### config.mk
export PLATFORM = sky130hd
export DESIGN_NAME = lc3ex_exec
export DESIGN_NICKNAME = d
export VERILOG_FILES = /design/src/design/lc3ex_pkg.sv /design/src/design/lc3ex_exec.sv
export SDC_FILE = /design/constraint.sdc
export NUM_CORES = 1
export LEC_CHECK = 0
export ABC_AREA = 1
export BUFFER_PORTS_ARGS = -buffer_cell sky130_fd_sc_hd__buf_4
export CORE_MARGIN = 4
export CORE_UTILIZATION = 25
export DETAILED_ROUTE_END_ITERATION = 8
export PLACE_DENSITY_LB_ADDON = 0.1
export SETUP_SLACK_MARGIN = 0.2
export SYNTH_ARGS = -nofsm -noshare
export SYNTH_HDL_FRONTEND = slang
export SYNTH_SLANG_ARGS = --single-unit
export TNS_END_PERCENT = 100
### constraint.sdc
create_clock -name vclk -period 4.1
set_clock_uncertainty 0.1 [all_clocks]
set_input_delay 0.41 -clock vclk [all_inputs]
set_output_delay 0.41 -clock vclk [all_outputs]
set_load 0.05 [all_outputs]
### src/design/lc3ex_pkg.sv
// ----------------------------------------------------------------------------
// lc3ex_pkg
// Shared types, constants and opcode codes of the LC-3 style executor.
// ----------------------------------------------------------------------------
package lc3ex_pkg;

    localparam int ADDR_BITS = 16;
    localparam int MEM_DEPTH = 1 << ADDR_BITS;
    localparam int RF_DEPTH  = 8;
    localparam int RF_BITS   = $clog2(RF_DEPTH);

    typedef logic [15:0]          t_word;
    typedef logic [ADDR_BITS-1:0] t_maddr;
    typedef logic [RF_BITS-1:0]   t_raddr;
    typedef logic [2:0]           t_flags;

    localparam t_word  MCR_ADDR  = 16'hFFFE;
    localparam t_word  DSR_ADDR  = 16'hFE04;
    localparam t_word  DDR_ADDR  = 16'hFE06;
    localparam t_word  CTRL_INIT = 16'h8000;
    localparam t_raddr LINK_REG  = t_raddr'(7);

    localparam t_flags FLAG_N = 3'b100;
    localparam t_flags FLAG_Z = 3'b010;
    localparam t_flags FLAG_P = 3'b001;

    typedef enum logic [1:0] {
        KIND_LOAD  = 2'd0,
        KIND_START = 2'd1,
        KIND_STEP  = 2'd2,
        KIND_NONE  = 2'd3
    } t_kind;

    typedef enum logic [3:0] {
        OP_BR   = 4'd0,
        OP_ADD  = 4'd1,
        OP_LD   = 4'd2,
        OP_ST   = 4'd3,
        OP_JSR  = 4'd4,
        OP_AND  = 4'd5,
        OP_LDR  = 4'd6,
        OP_STR  = 4'd7,
        OP_RTI  = 4'd8,
        OP_NOT  = 4'd9,
        OP_LDI  = 4'd10,
        OP_STI  = 4'd11,
        OP_RET  = 4'd12,
        OP_RES  = 4'd13,
        OP_LEA  = 4'd14,
        OP_TRAP = 4'd15
    } t_op;

    typedef struct packed {
        t_word  ir;
        t_word  pc1;
        t_word  ra;
        t_word  rb;
        t_word  ma;
        t_word  mq;
        t_flags flags;
    } t_exec_in;

    typedef struct packed {
        t_word  pc;
        t_flags flags;
        logic   rf_we;
        t_raddr rf_waddr;
        t_word  rf_wdata;
        logic   mem_we;
        t_word  mem_waddr;
        t_word  mem_wdata;
    } t_exec_out;

    typedef struct packed {
        t_word      pc;
        t_flags     cc;
        logic       halted;
        logic       char_valid;
        logic [7:0] char_code;
    } t_result;

endpackage

### src/design/lc3ex_exec.sv
// ----------------------------------------------------------------------------
// lc3ex_exec
// Execute stage: next PC, register and memory writes, condition codes.
// ----------------------------------------------------------------------------
module lc3ex_exec (
    input  lc3ex_pkg::t_exec_in  i_x,
    output lc3ex_pkg::t_exec_out o_y
);
    import lc3ex_pkg::*;

    t_word off9, off6, off11, imm5, opnd;
    t_op   op;

    assign op    = t_op'(i_x.ir[15:12]);
    assign off9  = {{7{i_x.ir[8]}}, i_x.ir[8:0]};
    assign off6  = {{10{i_x.ir[5]}}, i_x.ir[5:0]};
    assign off11 = {{5{i_x.ir[10]}}, i_x.ir[10:0]};
    assign imm5  = {{11{i_x.ir[4]}}, i_x.ir[4:0]};
    assign opnd  = i_x.ir[5] ? imm5 : i_x.rb;

    always_comb begin
        logic set_cc;
        set_cc        = 1'b0;
        o_y.pc        = i_x.pc1;
        o_y.flags     = i_x.flags;
        o_y.rf_we     = 1'b0;
        o_y.rf_waddr  = i_x.ir[11:9];
        o_y.rf_wdata  = i_x.ra;
        o_y.mem_we    = 1'b0;
        o_y.mem_waddr = i_x.pc1 + off9;
        o_y.mem_wdata = i_x.ra;
        case (op)
            OP_BR: begin
                if ((i_x.ir[11:9] & i_x.flags) != 3'b000) begin
                    o_y.pc = i_x.pc1 + off9;
                end
            end
            OP_ADD: begin
                o_y.rf_we = 1'b1; set_cc = 1'b1;
                o_y.rf_wdata = i_x.ra + opnd;
            end
            OP_AND: begin
                o_y.rf_we = 1'b1; set_cc = 1'b1;
                o_y.rf_wdata = i_x.ra & opnd;
            end
            OP_NOT: begin
                o_y.rf_we = 1'b1; set_cc = 1'b1;
                o_y.rf_wdata = ~i_x.ra;
            end
            OP_LD: begin
                o_y.rf_we = 1'b1; set_cc = 1'b1;
                o_y.rf_wdata = i_x.ma;
            end
            OP_LDI, OP_LDR: begin
                o_y.rf_we = 1'b1; set_cc = 1'b1;
                o_y.rf_wdata = i_x.mq;
            end
            OP_LEA: begin
                o_y.rf_we = 1'b1; set_cc = 1'b1;
                o_y.rf_wdata = i_x.pc1 + off9;
            end
            OP_ST: begin
                o_y.mem_we = 1'b1;
            end
            OP_STI: begin
                o_y.mem_we = 1'b1;
                o_y.mem_waddr = i_x.ma;
            end
            OP_STR: begin
                o_y.mem_we = 1'b1;
                o_y.mem_waddr = i_x.ra + off6;
                o_y.mem_wdata = i_x.rb;
            end
            OP_JSR: begin
                o_y.rf_we = 1'b1;
                o_y.rf_waddr = LINK_REG;
                o_y.rf_wdata = i_x.pc1;
                o_y.pc = i_x.pc1 + off11;
            end
            OP_RET: begin
                o_y.pc = i_x.ra;
            end
            OP_TRAP: begin
                o_y.rf_we = 1'b1;
                o_y.rf_waddr = LINK_REG;
                o_y.rf_wdata = i_x.pc1;
                o_y.pc = i_x.ma;
            end
            default: begin
            end
        endcase
        if (set_cc) begin
            if (o_y.rf_wdata == 16'h0000) begin
                o_y.flags = FLAG_Z;
            end else if (o_y.rf_wdata[15]) begin
                o_y.flags = FLAG_N;
            end else begin
                o_y.flags = FLAG_P;
            end
        end
    end
endmodule

==> out/qor.txt <==
crit path DAT = 3.09 ns
setup TNS = 0 ns
Buf/Inv on CP = 3
commonest non-fill, non-tap cells in the layout = nand2_1 (372), buf_4 (181), inv_1 (159), nand3_1 (107), nor2_1 (79)
Hold Buf Count CTS = 0
# nets final = 1,364
vias per cell = 4.968
Final GP Congestion = 0.9530
DRT iter0 DRCs = 697
fin area = 6825 um^2
Tightest Hold Check Type = input port to output port
IO Pins = 171
adder-cell share of the synthesized area = 13.60%
largest net degree at the start of global routing = 33
worst slew pin tran = 0.6385 ns
Syn Nets = 1,198
Crit path max-delay family = simple AND/OR/NAND/NOR gates
1st-pass router iterations = 5
CP peak stage delay = 0.40 ns
Crit Path Class = input port to output port
ANT nets after route = 0
final hold vios = 0
number of port buffers = 171
detailed-route wire length = 26.54 mm
ratio of final minimum period to clock period = 87.70%
RSZ-0062 raised after global routing = no
Post-Layout Cell Count = 1,478
placed cell area = 6823 um^2
Pleak = 3.766 nW
synthesized instance count = 1,044
GRT overflow = 0
crit path max fanout = 16
cell area after synthesis = 5228 um^2
Syn Area/Cell = 5.007 um^2
routed via count = 7,342
CP Capture Type = output port
Initial Utilization = 25.59%
Synth Area in Compound Gates = 19.44%
DRC violations left = 0
critical path's most frequent cell = nand2_1
endpoints failing setup = 0
Final Slew Violations = 0
Post-DP HPWL = 22.97 mm
placed insts = 1,478
post-synthesis mux area share = 0.4308%
synthesis-to-layout area growth = 30.56%
total number of yosys warnings = 0
sequential cell area = 0 um^2
Rows = 52
crit-path cells = buf_4 > mux2_2 > ha_1 > nand2_1 > nand2_1 > inv_1 > nand2_1 > nand2_1 > nand2_1 > nand2_1 > nand3_1 > nand3_1 > nand2_1 > nand3_1 > nor2_2 > nand3_1 > nand2_1 > nand2_1 > buf_4
crit path launch type = input port
min-delay src = i_x[94]
most common cell after layout, fill and taps aside = nand2_1
initial antenna violation count = 0
slew margin rel. = 57.33%
critical path's slowest cell = ha_1
Max Freq = 278.1 MHz
outcome = completed
WP data required = 3.59 ns
Clock Buffer Count = 0
layout cell share with drive strength beyond 1 = 18.38%
maximum vdd drop = 101.3 uV
pwr/cell area = 194.3 nW/um^2
core box area = 20,430 um^2
ANT cells = 0
count of distinct cell types in the synthesized netlist = 44
DIE WIDTH = 152.6 um
first-pass GRT wire length = 40.56 mm
Seq cells = 0
GRT Util Overall = 21.47%
drt wl/cell = 17.96 um
die area = 23,290 um^2
fin crit period = 3.596 ns
vias in the first global route = 7,244
Synth Area in XOR/XNOR = 1.005%
register area share after synthesis = 0%
die height = 152.6 um
count of max-cap constraint violations = 0
Simple-Gate Fraction of Synth Area = 51.36%
Hold EP = o_y[51]
largest family of logic cells by synthesized area = simple AND/OR/NAND/NOR gates
worst hold path depth = 3
[layer usage]
layer	track usage, %	share of wire (%)	vias up
met3	1.676	5.3	14
met2	37.22	47	222
li1	-	-	3756
met4	1.527	0.87	0
met1	30.42	47	3350
met5	0	0	-
[synth_stat cells (7+ instances only)]
cell      number  area share [%]
nand2_2        9             1.1
nand3b_1      15             2.2
o221ai_1       9             1.5
nand3_1      107              10
nand2_1      373              27
o211ai_1      18             2.6
inv_2          7            0.50
clkbuf_1       9            0.65
nor3_1         7            0.67
a21oi_1       49             4.7
nand4_1       12             1.4
o21ai_0       53             5.1
inv_1        159              11
nor2_1        80             5.7
or2_2         13             1.6
ha_1          52              12
[worst max path at each step]
| stage | cells past startpoint | endpoint | start | slack, ns |
|---|---|---|---|---|
| floorplan | 15 | o_y[55] | i_x[88] | 0.27 |
| global placement | 19 | o_y[53] | i_x[88] | 0.54 |
| detailed placement | 20 | o_y[53] | i_x[88] | 0.52 |
| CTS | 20 | o_y[53] | i_x[88] | 0.50 |
| global route | 18 | o_y[54] | i_x[88] | 0.23 |
| finish | 19 | o_y[53] | i_x[88] | 0.50 |
[final cells by class]
cell class | instances | area, um^2
Multi-Input combinational cell | 858 | 4492
Timing Repair Buffer | 181 | 1359
Inverter | 169 | 636.9
Fill cell | 2406 | 13600
Tap cell | 270 | 337.8
[where the power goes]
part,total (W),internal (W),leakage [nW],switching [W]
clock network,0,0,0,0
registers,0,0,0,0
logic,0.00133,0.000420,3.77,0.000906
total,0.00133,0.000420,3.77,0.000906
[through the flow]
stage	hold slack, ns	worst slack [ns]	total power, W	util (%)
after floorplan	0.9661	0.2716	0.0008706	-
after global placement	1.075	0.5423	0.001317	33.40
after detailed placement	1.077	0.5158	0.001312	33.40
after CTS	1.077	0.4995	0.001317	33.40
after global routing	1.089	0.2276	0.001437	33.41
final	1.076	0.5042	0.001326	33.41
[repair_timing]
action / CTS / global route
endpoints found under the setup margin: 0 / 1
gates resized for setup: 0 / 1
buffers inserted: 0 / 0
[tightest hold or removal path: stages]
cell and delay [ns]:
buf_4 0.08, or2_2 0.09, buf_4 0.18
[logic make-up (layout without fill, tap and decap cells)]
group,Yosys count,after routing
xor+xnor,6,6
fa+ha+maj,55,55
mux,2,2
buf+inv,186,350
simple gates,628,628
compound gates,167,167
Power figures use the tool's default switching activity.
